## src/rtl/core/dqr_pkg.sv

```systemverilog
// Package for the fixed-answer DNS responder: sizes, protocol constants,
// the request descriptor passed from parser to emitter, and the answer record table.
// No dependencies.
package dqr_pkg;

  localparam int MESSAGE_BUFFER = 512;
  localparam int POS_W          = 10;
  localparam logic [POS_W-1:0] LEN_LIMIT = POS_W'(MESSAGE_BUFFER - 16);
  localparam logic [POS_W-1:0] POS_MAX   = '1;
  localparam logic [POS_W-1:0] NAME_START = POS_W'(12);

  localparam logic [7:0] QR_MASK        = 8'h80;
  localparam logic [7:0] LABEL_PTR_MASK = 8'hC0;
  localparam logic [7:0] RESP_FLAGS     = 8'h84;
  localparam logic [2:0] TAIL_BYTES     = 3'd4;

  localparam int ANSWER_LEN = 16;
  localparam int AIDX_W     = 4;

  // one accepted input byte expands into this descriptor
  typedef struct packed {
    logic        has_byte;
    logic [7:0]  data_byte;
    logic        has_answer;
    logic        has_verdict;
    logic        verdict_accept;
    logic [31:0] query_total;
    logic [31:0] answer_total;
  } job_t;

  // A record: name pointer, type A, class IN, TTL 60, rdlength 4, address
  function automatic logic [7:0] answer_byte(input logic [AIDX_W-1:0] idx,
                                             input logic [31:0] addr);
    logic [7:0] v;
    case (idx)
      4'd0:    v = 8'hC0;
      4'd1:    v = 8'h0C;
      4'd2:    v = 8'h00;
      4'd3:    v = 8'h01;
      4'd4:    v = 8'h00;
      4'd5:    v = 8'h01;
      4'd6:    v = 8'h00;
      4'd7:    v = 8'h00;
      4'd8:    v = 8'h00;
      4'd9:    v = 8'h3C;
      4'd10:   v = 8'h00;
      4'd11:   v = 8'h04;
      4'd12:   v = addr[31:24];
      4'd13:   v = addr[23:16];
      4'd14:   v = addr[15:8];
      4'd15:   v = addr[7:0];
      default: v = 8'h00;
    endcase
    return v;
  endfunction

endpackage

```

## src/rtl/core/dqr_parse.sv

```systemverilog
// Query parser: per-packet parse state, header rewrite, name walk and
// wrapping packet counters. Builds one dqr_pkg::job_t per accepted byte.
// Depends on dqr_pkg.
module dqr_parse (
  input  logic             clk,
  input  logic             rst,
  input  logic             in_fire,
  input  logic [7:0]       in_byte,
  input  logic             end_of_packet,
  output dqr_pkg::job_t    job
);

  localparam logic [2:0] PH_HEADER  = 3'd0;
  localparam logic [2:0] PH_NAME    = 3'd1;
  localparam logic [2:0] PH_TAIL    = 3'd2;
  localparam logic [2:0] PH_DONE    = 3'd3;
  localparam logic [2:0] PH_DISCARD = 3'd4;

  logic [dqr_pkg::POS_W-1:0] byte_position, byte_position_next;
  logic [dqr_pkg::POS_W-1:0] next_label_position, next_label_position_next;
  logic [2:0]                parse_phase, parse_phase_next;
  logic [2:0]                tail_remaining, tail_remaining_next;
  logic                      reject_flag, reject_flag_next;
  logic [31:0]               queries_seen, queries_seen_next;
  logic [31:0]               answers_sent, answers_sent_next;

  logic [dqr_pkg::POS_W:0]   label_jump;
  logic [7:0]                hdr_val;
  logic                      acc;

  assign label_jump = {1'b0, byte_position} + {3'b000, in_byte} + 11'd1;

  always_comb begin
    byte_position_next       = byte_position;
    next_label_position_next = next_label_position;
    parse_phase_next         = parse_phase;
    tail_remaining_next      = tail_remaining;
    reject_flag_next         = reject_flag;
    queries_seen_next        = queries_seen;
    answers_sent_next        = answers_sent;
    hdr_val                  = in_byte;
    acc                      = 1'b0;
    job                      = '0;

    if (byte_position >= dqr_pkg::LEN_LIMIT) begin
      reject_flag_next = 1'b1;
      parse_phase_next = PH_DISCARD;
    end

    case (parse_phase_next)
      PH_HEADER: begin
        case (byte_position)
          10'd2: begin
            if ((in_byte & dqr_pkg::QR_MASK) != 8'h00) begin
              reject_flag_next = 1'b1;
              parse_phase_next = PH_DISCARD;
            end
            hdr_val = dqr_pkg::RESP_FLAGS;
          end
          10'd3: hdr_val = 8'h00;
          10'd4: begin
            if (in_byte != 8'h00) begin
              reject_flag_next = 1'b1;
              parse_phase_next = PH_DISCARD;
            end
          end
          10'd5: begin
            if (in_byte != 8'h01) begin
              reject_flag_next = 1'b1;
              parse_phase_next = PH_DISCARD;
            end
          end
          10'd7:   hdr_val = 8'h01;
          default: begin
            if (byte_position >= 10'd6) hdr_val = 8'h00;
          end
        endcase
        if (parse_phase_next == PH_HEADER) begin
          job.has_byte  = 1'b1;
          job.data_byte = hdr_val;
          if (byte_position >= 10'd11) parse_phase_next = PH_NAME;
        end
      end
      PH_NAME: begin
        if (byte_position == next_label_position) begin
          if (in_byte == 8'h00) begin
            parse_phase_next    = PH_TAIL;
            tail_remaining_next = dqr_pkg::TAIL_BYTES;
          end else if ((in_byte & dqr_pkg::LABEL_PTR_MASK) != 8'h00) begin
            reject_flag_next = 1'b1;
            parse_phase_next = PH_DISCARD;
          end else begin
            next_label_position_next = label_jump[dqr_pkg::POS_W] ? dqr_pkg::POS_MAX
                                       : label_jump[dqr_pkg::POS_W-1:0];
          end
        end
        if (parse_phase_next != PH_DISCARD) begin
          job.has_byte  = 1'b1;
          job.data_byte = in_byte;
        end
      end
      PH_TAIL: begin
        job.has_byte        = 1'b1;
        job.data_byte       = in_byte;
        tail_remaining_next = tail_remaining - 3'd1;
        if (tail_remaining_next == 3'd0) begin
          job.has_answer   = 1'b1;
          parse_phase_next = PH_DONE;
        end
      end
      default: ;
    endcase

    byte_position_next = (byte_position != dqr_pkg::POS_MAX) ? byte_position + 10'd1
                         : dqr_pkg::POS_MAX;

    if (end_of_packet) begin
      acc               = !reject_flag_next && (parse_phase_next == PH_DONE);
      queries_seen_next = queries_seen + 32'd1;
      if (acc) answers_sent_next = answers_sent + 32'd1;
      job.has_verdict    = 1'b1;
      job.verdict_accept = acc;
      job.query_total    = queries_seen_next;
      job.answer_total   = answers_sent_next;
      byte_position_next       = '0;
      next_label_position_next = dqr_pkg::NAME_START;
      parse_phase_next         = PH_HEADER;
      tail_remaining_next      = dqr_pkg::TAIL_BYTES;
      reject_flag_next         = 1'b0;
    end
  end

  always_ff @(posedge clk) begin
    if (rst) begin
      byte_position       <= '0;
      next_label_position <= dqr_pkg::NAME_START;
      parse_phase         <= PH_HEADER;
      tail_remaining      <= dqr_pkg::TAIL_BYTES;
      reject_flag         <= 1'b0;
      queries_seen        <= '0;
      answers_sent        <= '0;
    end else if (in_fire) begin
      byte_position       <= byte_position_next;
      next_label_position <= next_label_position_next;
      parse_phase         <= parse_phase_next;
      tail_remaining      <= tail_remaining_next;
      reject_flag         <= reject_flag_next;
      queries_seen        <= queries_seen_next;
      answers_sent        <= answers_sent_next;
    end
  end

  a_tail_range: assert property (@(posedge clk) disable iff (rst)
    parse_phase == PH_TAIL |-> (tail_remaining != 3'd0 && tail_remaining <= 3'd4))
    else $error("tail count out of range in tail phase");

  a_discard_rejects: assert property (@(posedge clk) disable iff (rst)
    parse_phase == PH_DISCARD |-> reject_flag)
    else $error("discard phase without reject flag");

  a_answer_done: assert property (@(posedge clk) disable iff (rst)
    (in_fire && job.has_answer && !end_of_packet) |=> parse_phase == PH_DONE)
    else $error("answer appended but parser not done");

endmodule

```

## src/rtl/core/dqr_emit.sv

```systemverilog
// Result emitter: holds one request descriptor and walks it out as
// data bytes, the 16-byte answer record and the verdict item.
// Depends on dqr_pkg.
module dqr_emit (
  input  logic           clk,
  input  logic           rst,
  input  logic           load,
  input  dqr_pkg::job_t  job_in,
  input  logic [31:0]    server_address,
  output logic           free,
  output logic           m_tvalid,
  input  logic           m_tready,
  output logic [79:0]    m_tdata,
  output logic           m_tuser,
  output logic           m_tlast
);

  localparam logic [1:0] SEG_BYTE    = 2'd0;
  localparam logic [1:0] SEG_ANSWER  = 2'd1;
  localparam logic [1:0] SEG_VERDICT = 2'd2;

  dqr_pkg::job_t               job_q;
  logic                        busy;
  logic [1:0]                  seg;
  logic [dqr_pkg::AIDX_W-1:0]  idx;
  logic                        is_last;
  logic                        out_fire;
  logic [7:0]                  cur_byte;

  always_comb begin
    case (seg)
      SEG_BYTE:    is_last = !job_q.has_answer && !job_q.has_verdict;
      SEG_ANSWER:  is_last = (idx == dqr_pkg::AIDX_W'(dqr_pkg::ANSWER_LEN - 1))
                             && !job_q.has_verdict;
      default:     is_last = 1'b1;
    endcase
    case (seg)
      SEG_BYTE:    cur_byte = job_q.data_byte;
      SEG_ANSWER:  cur_byte = dqr_pkg::answer_byte(idx, server_address);
      default:     cur_byte = 8'h00;
    endcase
  end

  assign out_fire = busy && m_tready;
  assign free     = !busy || (is_last && m_tready);
  assign m_tvalid = busy;
  assign m_tuser  = (seg == SEG_VERDICT);
  assign m_tlast  = is_last;
  // verdict fields are zero on data items
  assign m_tdata  = {7'd0,
                     (seg == SEG_VERDICT) ? job_q.answer_total : 32'd0,
                     (seg == SEG_VERDICT) ? job_q.query_total  : 32'd0,
                     (seg == SEG_VERDICT) && job_q.verdict_accept,
                     cur_byte};

  always_ff @(posedge clk) begin
    if (rst) begin
      busy <= 1'b0;
      seg  <= SEG_BYTE;
      idx  <= '0;
    end else if (load) begin
      busy  <= 1'b1;
      seg   <= job_in.has_byte ? SEG_BYTE : SEG_VERDICT;
      idx   <= '0;
    end else if (out_fire) begin
      if (is_last) begin
        busy <= 1'b0;
      end else begin
        case (seg)
          SEG_BYTE: begin
            if (job_q.has_answer) begin
              seg <= SEG_ANSWER;
              idx <= '0;
            end else begin
              seg <= SEG_VERDICT;
            end
          end
          SEG_ANSWER: begin
            if (idx == dqr_pkg::AIDX_W'(dqr_pkg::ANSWER_LEN - 1)) seg <= SEG_VERDICT;
            else idx <= idx + dqr_pkg::AIDX_W'(1);
          end
          default: busy <= 1'b0;
        endcase
      end
    end
  end

  always_ff @(posedge clk) begin
    if (load) job_q <= job_in;
  end

  a_answer_present: assert property (@(posedge clk) disable iff (rst)
    (busy && seg == SEG_ANSWER) |-> job_q.has_answer)
    else $error("answer segment without answer request");

  a_byte_present: assert property (@(posedge clk) disable iff (rst)
    (busy && seg == SEG_BYTE) |-> job_q.has_byte)
    else $error("byte segment without data byte");

  a_stall_holds: assert property (@(posedge clk) disable iff (rst)
    (busy && !m_tready) |=> (busy && $stable(seg) && $stable(idx)))
    else $error("emitter advanced while stalled");

  a_load_when_free: assert property (@(posedge clk) disable iff (rst)
    load |-> free)
    else $error("descriptor loaded over pending results");

endmodule

```

## src/rtl/core/dns_query_fixed_answer_responder.sv

```systemverilog
// Top level of the fixed-answer DNS responder: config register, parser
// and result emitter. Depends on dqr_pkg, dqr_parse, dqr_emit.
//
// channel   direction  handshake            payload
// s_*       in         s_tvalid/s_tready    s_tdata[7:0] in_byte, s_tlast end_of_packet
// m_*       out        m_tvalid/m_tready    m_tdata, m_tuser kind, m_tlast run_last
// cfg_*     in         cfg_valid/cfg_ready  cfg_data server_address
//
// Each input byte is parsed in the cycle it is accepted; its results leave from the emitter
// one per cycle while m_tready is high, so one-result bytes stream at one per cycle unstalled.
// The byte that completes QTYPE/QCLASS yields 17 or 18 results and holds
// s_tready low until the emitter reaches its last result.
// rst is synchronous; the config port is always ready.
module dns_query_fixed_answer_responder (
  input  logic        clk,
  input  logic        rst,
  input  logic        s_tvalid,
  output logic        s_tready,
  input  logic [7:0]  s_tdata,   // [7:0] in_byte
  input  logic        s_tlast,
  output logic        m_tvalid,
  input  logic        m_tready,
  output logic [79:0] m_tdata,   // [7:0] out_byte, [8] accept, [40:9] query_total,
                                 // [72:41] answer_total, [79:73] zero
  output logic        m_tuser,   // [0] kind
  output logic        m_tlast,
  input  logic        cfg_valid,
  output logic        cfg_ready,
  input  logic [31:0] cfg_data
);

  logic [31:0]   server_address;
  logic          in_fire;
  logic          free;
  dqr_pkg::job_t job;
  logic          load;

  assign cfg_ready = 1'b1;
  assign s_tready  = free;
  assign in_fire   = s_tvalid && s_tready;
  assign load      = in_fire && (job.has_byte || job.has_verdict);

  always_ff @(posedge clk) begin
    if (rst) begin
      server_address <= '0;
    end else if (cfg_valid && cfg_ready) begin
      server_address <= cfg_data;
    end
  end

  dqr_parse u_parse (
    .clk           (clk),
    .rst           (rst),
    .in_fire       (in_fire),
    .in_byte       (s_tdata),
    .end_of_packet (s_tlast),
    .job           (job)
  );

  dqr_emit u_emit (
    .clk            (clk),
    .rst            (rst),
    .load           (load),
    .job_in         (job),
    .server_address (server_address),
    .free           (free),
    .m_tvalid       (m_tvalid),
    .m_tready       (m_tready),
    .m_tdata        (m_tdata),
    .m_tuser        (m_tuser),
    .m_tlast        (m_tlast)
  );

endmodule
```

## config.mk

```make
export PLATFORM = sky130hd
export DESIGN_NAME = dns_query_fixed_answer_responder
export DESIGN_NICKNAME = d
export VERILOG_FILES = /design/src/rtl/core/dqr_pkg.sv /design/src/rtl/core/dqr_parse.sv /design/src/rtl/core/dqr_emit.sv /design/src/rtl/core/dns_query_fixed_answer_responder.sv
export SDC_FILE = /design/constraint.sdc
export NUM_CORES = 1
export LEC_CHECK = 0
export BUFFER_PORTS_ARGS = -buffer_cell sky130_fd_sc_hd__buf_2
export CELL_PAD_IN_SITES_DETAIL_PLACEMENT = 1
export CELL_PAD_IN_SITES_GLOBAL_PLACEMENT = 2
export CORE_MARGIN = 4
export CORE_UTILIZATION = 37
export CTS_CLUSTER_DIAMETER = 30
export DETAILED_ROUTE_END_ITERATION = 12
export GPL_TIMING_DRIVEN = 0
export MAX_ROUTING_LAYER = met4
export PLACE_DENSITY = 0.79
export REMOVE_ABC_BUFFERS = 1
export SLEW_MARGIN = 20
export SYNTH_ARGS = -nofsm -noshare
export SYNTH_HDL_FRONTEND = slang
export SYNTH_HIERARCHICAL = 1
export SYNTH_SLANG_ARGS = --single-unit
```

## constraint.sdc

```tcl
create_clock -name clk -period 5.65 [get_ports clk]
set_clock_uncertainty 0.15 [all_clocks]
set_input_delay 0.565 -clock clk [delete_from_list [all_inputs] [get_ports clk]]
set_output_delay 0.565 -clock clk [all_outputs]
set_load 0.05 [all_outputs]
```

==> results of run 1 <==
sequential cells by signal, indices dropped and copies added (netlist names):
signal and count:
u_emit/m_tvalid 1, u_parse/queries_seen 32, u_parse/tail_remaining 3, u_parse/parse_phase 3, u_emit/seg 2, u_parse/reject_flag 1
u_parse/next_label_position 10, u_emit/idx 4, u_parse/answers_sent 32, u_parse/byte_position 10, u_emit/job_q 75, server_address 32
how the worst max path moves through the flow:
stage / start / to / cells past startpoint
floorplan: s_tdata[1] / u_parse/answers_sent[12]$_SDFFE_PP0P_ / 7
global placement: s_tdata[7] / u_emit/job_q[17]$_DFFE_PP_ / 8
detailed placement: u_emit/idx[0]$_SDFFE_PP0P_ / u_parse/queries_seen[26]$_SDFFE_PP0P_ / 10
CTS: u_emit/idx[0]$_SDFFE_PP0P_ / u_parse/queries_seen[26]$_SDFFE_PP0P_ / 10
global route: u_emit/idx[0]$_SDFFE_PP0P_ / u_parse/queries_seen[28]$_SDFFE_PP0P_ / 10
finish: u_emit/idx[0]$_SDFFE_PP0P_ / u_parse/queries_seen[26]$_SDFFE_PP0P_ / 10
cell usage in the layout, fill, tap and decap left out, types with 6 or more instances in the layout:
master	instances
a21oi_1	91
a22oi_1	17
and2_1	70
and3_1	12
and4_1	8
buf_2	121
buf_4	6
bufinv_16	11
clkbuf_1	10
clkbuf_16	55
clkbuf_8	8
clkinv_2	8
clkinvlp_4	8
conb_1	8
dfxtp_1	130
edfxtp_1	75
ha_1	20
inv_1	31
mux2i_1	37
nand2_1	75
nand2b_1	7
nand3_1	40
nand4_1	21
nor2_1	131
nor2b_1	12
nor3_1	25
nor4_1	14
o21ai_0	62
o311ai_0	7
o31ai_1	32
o41ai_1	8
or2_2	13
or3_1	40
or4_1	25
xnor2_1	37
xor2_1	22
layer usage:
metal,GRT usage,share of wire
met5,-,0
met4,0.0542,0.019
met1,0.245,0.46
met2,0.320,0.48
met3,0.0276,0.041
layout make-up:
cell class,instances,area share
Multi-Input combinational cell,946,0.420
Sequential cell,205,0.340
Clock buffer,73,0.107
Timing Repair Buffer,136,0.0584
Tap cell,390,0.0342
Clock inverter,30,0.0324
Inverter,32,0.00859
per-stage QoR:
step	setup TNS [ns]	setup slack (ns)	instances
2_1_floorplan	0	0.260	1183
3_3_place_gp	-103.80	-1.90	1695
3_5_place_dp	0	0.859	1709
4_1_cts	0	0.816	1812
5_1_grt	0	0.393	1812
6_report	0	0.854	1812
logic make-up after synthesis:
family,after synthesis,share of synthesized area
adder cells (fa/ha/maj),22,0.0246
other,2,0.000660
multiplexers,42,0.0375
AND/OR/NAND/NOR,529,0.251
buffers and inverters,118,0.0512
AO/OA/AOI/OAI,285,0.161
XOR/XNOR,60,0.0468
flip-flops,205,0.427
worst max-delay path, stage by stage (launching register included):
cell     delay [ns]
dfxtp_1        0.41
ha_1           0.56
and4_1         0.39
nor4_1         0.11
nor2_1         0.18
and2_1         0.74
inv_1          0.49
nor2_2         0.73
nand4_1        0.39
or3_1          0.42
a21oi_1        0.15
report_power, final:
part           total (mW)  internal (mW)  switching (mW)
Combinational       0.508          0.134           0.374
Clock                3.30           2.38           0.920
Sequential           1.65           1.62          0.0327
Total                5.45           4.13            1.33
==> metrics.md, run 1 <==
| Metric | Value |
|---|---|
| Outcome | `finished, final reports clean` |
| Clock tree from TritonCTS | `done` |
| Vias in the first global route | `between 10000 and 15000` |
| DRT Pass-1 Iters | `5` |
| Area delta synth->final | `25.5%` |
| R2r worst-path depth | `10` |
| Critical R2R Launch | `u_emit/idx[0]$_SDFFE_PP0P_` |
| Number of CTS-inserted buffers | `55` |
| DP Wirelength | `roughly 21000 um` |
| Worst Path Max Fanout | `20` |
| Iter 0 DRT Violations | `around 530` |
| Number of diodes | `0` |
| Final ANT Viol Nets | `0` |
| Largest net degree at the start of global routing | `between 80 and 90` |
| Worst hold path type | `input pin to flop` |
| Multi-input logic area | `between 5000 and 6000 um^2` |
| Slew @ Worst Pin | `0.949 ns` |
| Syn. warnings | `6` |
| Post-synth EDFFs | `75` |
| Die Footprint | `approximately 34000 um^2` |
| CORE AREA | `approximately 30000 um^2` |
| Chip width | `between 150 and 200 um` |
| Overall global routing resource usage | `0.192` |
| Arrival time at the worst endpoint | `around 5.1 ns` |
| Count leader, synth | `nor2_1` |
| Top FF cell, synth | `dfxtp_1` |
| Cell variety after synth | `86` |
| Filler Cells Inserted | `3407` |
| IO Pins | `between 100 and 150` |
| Final-report hold violation count | `0` |
| Async S/R FF share, synth | `0` |
| Worst hold path depth | `3` |
| Share of the synthesized area in the top cell type | `0.229` |
| Synth top area cells | `dfxtp_1 23%, edfxtp_1 20%, nor2_1 4.4%, a21oi_1 4.0%, and2_1 3.8%` |
| GRT overflow | `0` |
| Final Setup Violations | `0` |
| Clock-pin transition on the worst setup and hold timing paths | `0.04 ns` |
| Global-route wire length before repair | `roughly 53000 um` |
| VDD IR max | `about 320 uV` |
| Vias per inst | `approximately 5.4` |
| Post-route minimum period | `4.80 ns` |
| PortBufs | `122` |
| Final Core Density | `0.477` |
| Finished Cell Area | `roughly 14000 um^2` |
| Worst min-delay path startpoint | `cfg_data[16]` |
| Worst Setup Path Type | `flop to flop` |
| CTS Hold Bufs | `0` |
| Post-CTS setup buffers | `0` |
| Share of cells above drive strength 1 | `0.191` |
| Sequential area share after synthesis | `0.427` |
| R2R Setup Slk | `approximately 0.85 ns` |
| Placed inst area | `approximately 12000 um^2` |
| CTS Sinks | `~210` |
| Initial Util | `0.380` |
| Hold Crit Endpoint | `server_address[16]$_SDFFE_PP0P_` |
| Max Buffers Root-to-Sink | `3` |
| Leakage | `between 5 and 6 nW` |
| Clk_lat worst skew | `between 0.5 and 0.6 ns` |
| Highest clock rate | `around 210 MHz` |
| Syn Inst Count | `roughly 1300` |
| DR vias | `approximately 10000` |
| Final Cycle Share | `0.849` |
| Final wirelength | `31500 um` |
| Num rows | `63` |
| Tot Pwr | `around 5.5 mW` |
| Global placement routability congestion | `slightly below 0.8` |
| Die Ht | `approximately 180 um` |
| CTS resizes | `0` |
| Max_cap viols | `0` |
| Flops & latches, synth | `205` |
| Post-DR wirelength/cell | `17.4 um` |
| Initial antenna violation count | `1` |
| Pwr Density | `382 nW/um^2` |
| Max_slew headroom | `0.367` |
| H-tree depth | `2` |
| RSZ-0062 raised after global routing | `false` |
| Max-slew violations | `0` |
| Sequential Area | `~5000 um^2` |
| Synth top cells by count | `132 x nor2_1, 130 x dfxtp_1, 91 x a21oi_1` |
| Root buf cell | `clkbuf_16` |
| DRC Markers | `0` |
| Nets | `around 1400` |
| Area of the mapped netlist | `about 11000 um^2` |
| Post-synth top area cell | `dfxtp_1` |
| RR Endpoint | `u_parse/queries_seen[26]$_SDFFE_PP0P_` |
| Critical path endpoint category | `flop` |
| CP startpoint kind | `flop` |
| WP data required | `approximately 6 ns` |
| Post-Syn Area per Cell | `~9 um^2` |
| Hold Slack | `~0.11 ns` |
Power figures use the tool's default switching activity.
==> run 2: changes to the inputs <==
- ABC_AREA: not set -> 1
- CORE_UTILIZATION: 37 -> 30
- PLACE_DENSITY: 0.79 -> 0.74
- clock period: 5.65 -> 4 ns (I/O delays scaled with it)
==> run 2 against run 1 <==
Die area up 30%. Flip-flop and latch count unchanged. Cell area up 8.5%. Critical endpoint is now u_parse/byte_position[4]$_SDFFE_PP0P_. Total power up 46%. Synthesized area up 6.6%. Sequential share of layout area down 2.7 points. Synthesized cell count up 36%. Critical path depth up 1. Register-to-register slack worse by 0.43 ns. Worst hold slack worse by 0.068 ns.
==> metrics.md, run 2 <==
| Metric | Value |
|---|---|
| Gate power share | `0.104` |
| CORE AREA | `between 30000 and 40000 um^2` |
| Global-route wire length before repair | `around 60000 um` |
| Final Cycle Share | `0.893` |
| Slew @ Worst Pin | `1.13 ns` |
| Global placement routability congestion | `0.833` |
| Vias per inst | `4.61` |
| Count leader, synth | `nand2_1` |
| Clock tree from TritonCTS | `done` |
| Max-slew violations | `0` |
| Share of the synthesized area in the top cell type | `0.215` |
| Share of cells above drive strength 1 | `0.159` |
| Area delta synth->final | `27.8%` |
| PortBufs | `between 100 and 150` |
| Number of diodes | `0` |
| Post-synth EDFFs | `75` |
| Clock-pin transition on the worst setup and hold timing paths | `around 0.040 ns` |
| Sw power | `a little over 2 mW` |
| Top FF cell, synth | `dfxtp_1` |
| CP startpoint kind | `flop` |
| Commonest non-fill, non-tap cells in the layout | `358 x nand2_1, 268 x nor2_1, 259 x inv_1` |
| Num rows | `73` |
| Worst Setup Path Type | `flop to flop` |
| R2r worst-path depth | `11` |
| Synth top area cells | `dfxtp_1 21%, edfxtp_1 19%, nand2_1 11%, nor2_1 8.4%, inv_1 8.1%` |
| Leakage | `approximately 7 nW` |
| Chip width | `around 210 um` |
| Sw Ratio | `0.256` |
| RSZ-0062 raised after global routing | `false` |
| Clk_lat worst skew | `0.59 ns` |
| DP Wirelength | `25300 um` |
| WP data required | `about 4.4 ns` |
| DRC Markers | `0` |
| Initial antenna violation count | `0` |
| H-tree depth | `2` |
| GRT overflow | `0` |
| Max_cap viols | `0` |
| DRT Pass-1 Iters | `6` |
| Inst Count DP | `2300` |
| Async S/R FF share, synth | `0` |
| Die Footprint | `approximately 44000 um^2` |
| Non-Filler Instances | `2446` |
| Flops & latches, synth | `205` |
| Largest net degree at the start of global routing | `66` |
| CTS Sinks | `205` |
| Post-DR wirelength/cell | `15.1 um` |
| Largest register by flop count | `u_emit/job_q` |
| Area of the mapped netlist | `roughly 12000 um^2` |
| Flop pwr share | `0.303` |
| Die Ht | `209 um` |
| Max_slew headroom | `0.246` |
| Initial Util | `0.305` |
| Vias in the first global route | `between 10000 and 15000` |
| Worst hold path type | `input pin to flop` |
| Filler Cells Inserted | `approximately 5000` |
| Final Setup Violations | `0` |
| Post-synth top area cell | `dfxtp_1` |
| Outcome | `finished, final reports clean` |
| Number of CTS-inserted buffers | `59` |
| Post-Syn Area per Cell | `~7.1 um^2` |
| Overall global routing resource usage | `0.171` |
| Final wirelength | `between 30000 and 40000 um` |
| Final ANT Viol Nets | `0` |
| Synth top cells by count | `359 x nand2_1, 270 x nor2_1, 261 x inv_1` |
| Arrival time at the worst endpoint | `around 4 ns` |
| Root buf cell | `clkbuf_16` |
| Number of flip-flops in the largest register | `between 70 and 80` |
| Worst hold path depth | `3` |
| DR vias | `11279` |
| Worst Path Max Fanout | `16` |
| Pwr Density | `approximately 510 nW/um^2` |
| Dpl ws | `0.286 ns` |
| Iter 0 DRT Violations | `roughly 480` |
| Critical path endpoint category | `flop` |
| Syn Inst Count | `1715` |
| Sequential area share after synthesis | `0.400` |
| VDD IR max | `342 uV` |
| Setup TNS | `0 ns` |
| IO Pins | `roughly 130` |
| Setup ws final | `between 0.4 and 0.5 ns` |
| Commonest non-fill, non-tap cell in the layout | `nand2_1` |
| Max Buffers Root-to-Sink | `3` |
| Cell variety after synth | `46` |
| Highest clock rate | `280 MHz` |
| Final-report hold violation count | `0` |
| Post-route minimum period | `around 3.6 ns` |
| Nets | `between 1500 and 2000` |
| Syn. warnings | `6` |
| Internal Power | `between 5 and 6 mW` |
| Clock Power Share | `0.593` |
[run 2: final cells by class]
cell class / count / area [um^2] / area share
sequential: 205 / 4850 / 0.313
clock buffer: 78 / 1620 / 0.104
tap: 525 / 657 / 0.0424
inverter: 271 / 1030 / 0.0663
multi-input combinational: 1171 / 5820 / 0.376
clock inverter: 34 / 405 / 0.0262
timing repair buffer: 162 / 1110 / 0.0718
[run 2: critical path, stage by stage (launching register included)]
cell,delay (ns)
dfxtp_1,0.43
ha_1,0.33
nand3_2,0.15
nand2_1,0.16
nand3_1,0.09
nand2_1,0.18
nand2_1,0.14
inv_1,0.13
inv_1,0.28
nor2_1,0.95
o21ai_0,0.29
a21oi_1,0.21
[run 2: power by group through the flow]
stage                     registers, mW  logic [mW]  clock network, mW
after floorplan                    2.43       0.555                  0
after global placement             2.46       0.765                  0
after detailed placement           2.45       0.805                  0
after CTS                          2.42       0.837               4.84
after global routing               2.44       0.922               4.96
final                              2.42       0.826               4.73
[run 2: through the flow]
step	hold WS, ns	instance area [um^2]	power, mW	utilization
detailed placement	0.311	13100	3.26	0.329
CTS	0.00219	15500	8.10	0.388
floorplan	0.290	11700	2.99	-
finish	0.0413	15500	7.98	0.389
global route	0.0367	15500	8.32	0.389
global placement	0.306	13000	3.23	0.325
[run 2: per-layer routing]
metal	global-route usage	wire length (um)	vias up
met5	-	0	-
li1	-	-	5723
met3	0.0279	1270	56
met2	0.289	17600	152
met1	0.211	17300	5348
met4	0.0488	776	0
[run 2: kinds of logic after synthesis]
family | after synthesis | synth area share
buffers and inverters | 345 | 0.123
adders and majority gates | 21 | 0.0223
AOI/OAI and AO/OA | 202 | 0.0873
and+or+nand+nor | 866 | 0.314
DFF | 205 | 0.400
xor gates and xnor gates | 74 | 0.0534
other | 2 | 0.000619
[run 2: path summary, 6_finish.rpt]
kind,start,to,slack [ns]
hold reg to reg,u_parse/reject_flag$_SDFFE_PP0P_,u_parse/reject_flag$_SDFFE_PP0P_,0.31
setup reg to reg,u_emit/idx[0]$_SDFFE_PP0P_,u_parse/byte_position[4]$_SDFFE_PP0P_,0.43
setup / recovery,u_emit/idx[0]$_SDFFE_PP0P_,u_parse/byte_position[4]$_SDFFE_PP0P_,0.43
hold / removal,s_tdata[3],u_emit/job_q[70]$_DFFE_PP_,0.04
[run 2: repair_timing]
action | 4_1_cts | 5_1_grt
hold endpoints to repair | 41 | 0
gates resized for setup | 0 | 2
buffers inserted | 0 | 0
hold buffers | 33 | 0
setup endpoints to repair | 0 | 24
==> run 3: changes to the inputs <==
- PLACE_DENSITY: 0.74 -> 0.79
==> run 3 against run 2 <==
Register-to-register slack is essentially flat. Die area stayed put. Final cell count is essentially flat. First-iteration DRC count fell by 18%. Routed wire length hardly changed. Sequential power about the same. Cell area grew 1.7%. Clock-buffer cell count grew 6. Sequential share of layout area fell by 0.51 points. Critical path type unchanged. Highest routed layer unchanged.
==> metrics.md, run 3 (synthesis gave the netlist of run 2 again) <==
| Metric | Value |
|---|---|
| Tot Pwr | `8.78 mW` |
| WP data required | `~4.2 ns` |
| Share of cells above drive strength 1 | `0.163` |
| Iter 0 DRT Violations | `approximately 400` |
| Final ANT Viol Nets | `0` |
| Clk_lat worst skew | `0.56 ns` |
| Critical path endpoint category | `flop` |
| DR vias | `11336` |
| Dpl ws | `~0.26 ns` |
| Multi-input logic area | `5830 um^2` |
| Setup ws final | `between 0.4 and 0.5 ns` |
| CP most frequent cell | `nand2_1` |
| CORE AREA | `roughly 40000 um^2` |
| Area delta synth->final | `29.9%` |
| Sequential Area | `about 5000 um^2` |
| Worst Setup Path Type | `flop to flop` |
| Max_slew headroom | `0.297` |
| Worst Path Max Fanout | `16` |
| Number of flip-flops in the largest register | `75` |
| Final-report hold violation count | `0` |
| Largest register by flop count | `u_emit/job_q` |
| Outcome | `finished, final reports clean` |
| H-tree depth | `3` |
| CP startpoint kind | `flop` |
| Post-CTS setup buffers | `0` |
| Final Core Density | `0.396` |
| Leakage | `a little over 7 nW` |
| Global-route wire length before repair | `approximately 61000 um` |
| Die Ht | `around 210 um` |
| Clock tree from TritonCTS | `done` |
| Largest net degree at the start of global routing | `between 60 and 70` |
| Max Buffers Root-to-Sink | `3` |
| Max_cap viols | `0` |
| Filler Cells Inserted | `between 4000 and 5000` |
| Initial antenna violation count | `1` |
| Worst hold path type | `input pin to flop` |
| Global placement routability congestion | `between 0.8 and 0.9` |
| IO Pins | `about 130` |
| Root buf cell | `clkbuf_16` |
| RSZ-0062 raised after global routing | `false` |
| Commonest non-fill, non-tap cell in the layout | `nand2_1` |
| Initial Util | `0.305` |
| Worst hold path depth | `5` |
| Arrival time at the worst endpoint | `3.81 ns` |
| Max-slew violations | `0` |
| Pwr Density | `between 500 and 600 nW/um^2` |
| Final Cycle Share | `0.893` |
| Post-route minimum period | `approximately 3.6 ns` |
| Nets | `1935` |
| DP Wirelength | `between 20000 and 30000 um` |
| Final Setup Violations | `0` |
| CP cell instances | `ha_1, nand3_2, nand2_1, nand3_1, nand2_1, nand2_1, inv_1, inv_1, nor4_1, nand2_1, nand2_1, clkinv_1, nor2_1, o21ai_0` |
| Num rows | `73` |
| Die Footprint | `approximately 44000 um^2` |
| PortBufs | `about 120` |
| Commonest non-fill, non-tap cells in the layout | `358 x nand2_1, 269 x nor2_1, 259 x inv_1` |
| VDD IR max | `247 uV` |
| DRT Pass-1 Iters | `5` |
| Critical-path top delay cell | `nor4_1` |
| Vias per inst | `roughly 4.6` |
| DRC Markers | `0` |
| Number of CTS-inserted buffers | `66` |
| Highest clock rate | `about 280 MHz` |
| Vias in the first global route | `12175` |
| CTS Sinks | `a little over 200` |
| R2r worst-path depth | `14` |
| Max stage delay on crit path | `~0.46 ns` |
| Overall global routing resource usage | `0.173` |
| Post-DR wirelength/cell | `between 15 and 20 um` |
| Final wirelength | `about 37000 um` |
| Chip width | `around 210 um` |
| GRT overflow | `0` |
| Slew @ Worst Pin | `between 1 and 1.5 ns` |
| Clock-pin transition on the worst setup and hold timing paths | `0.04 ns` |
## run 3: cell types whose count changed in the layout (fill, tap and decap cells not counted), sizes merged
cell,delta
buf,-1
bufinv,+4
clkbuf,+6
clkinv,-6
clkinvlp,+5
diode,+1
dlygate4sd3,-8
inv,+1
## run 3: area by class of cell
| class | instances | share of cell area |
|---|---|---|
| multi-input combinational | 1171 | 0.370 |
| inverter | 271 | 0.0650 |
| antenna | 1 | 0.000159 |
| timing repair buffer | 153 | 0.0635 |
| clock inverter | 38 | 0.0360 |
| sequential | 205 | 0.308 |
| tap | 525 | 0.0417 |
| clock buffer | 84 | 0.116 |
## run 3: through the flow
step           hold WS (ns)  cells  setup TNS (ns)  instance area [um^2]
2_1_floorplan         0.290   1647         -126.20                 11700
5_1_grt              0.0347   2448               0                 15800
3_5_place_dp          0.320   2300               0                 13100
4_1_cts            0.000756   2447               0                 15700
3_3_place_gp          0.303   2294         -314.58                 13000
6_report             0.0232   2448               0                 15800
## run 3: final timing paths
path | start | endpoint | slack (ns)
max | u_emit/idx[0]$_SDFFE_PP0P_ | u_parse/next_label_position[3]$_SDFFE_PP1P_ | 0.43
min | cfg_data[26] | server_address[26]$_SDFFE_PP0P_ | 0.02
max reg2reg | u_emit/idx[0]$_SDFFE_PP0P_ | u_parse/next_label_position[3]$_SDFFE_PP1P_ | 0.43
min reg2reg | server_address[3]$_SDFFE_PP0P_ | server_address[3]$_SDFFE_PP0P_ | 0.32
## run 3: where the power goes
part           leakage, nW  internal (mW)  switching [mW]
combinational         4.31          0.234           0.586
sequential            1.82           2.32          0.0988
clock                 1.15           4.04            1.50
total                 7.28           6.59            2.19
## run 3: worst max-delay path, delay by kind of cell, from the launching register on
kind | cells | cell delay, ns
flops | 1 | 0.43
compound gates | 1 | 0.08
fa+ha+maj | 1 | 0.31
buf+inv | 3 | 0.89
simple gates | 9 | 1.54
## run 3: what timing repair did
action                                  4_1_cts  5_1_grt
hold endpoints to repair                     25        0
hold buffers                                 25        0
resized for setup                             0        1
endpoints found under the setup margin        0        8
## run 3: layer usage
metal  vias to the layer above  wire length [um]  GRT usage
met5                         -                 0          -
met4                         0              1030     0.0655
met3                        75              1370     0.0320
met2                       187             17900      0.293
met1                      5360             16600      0.205
li1                       5714                 -          -
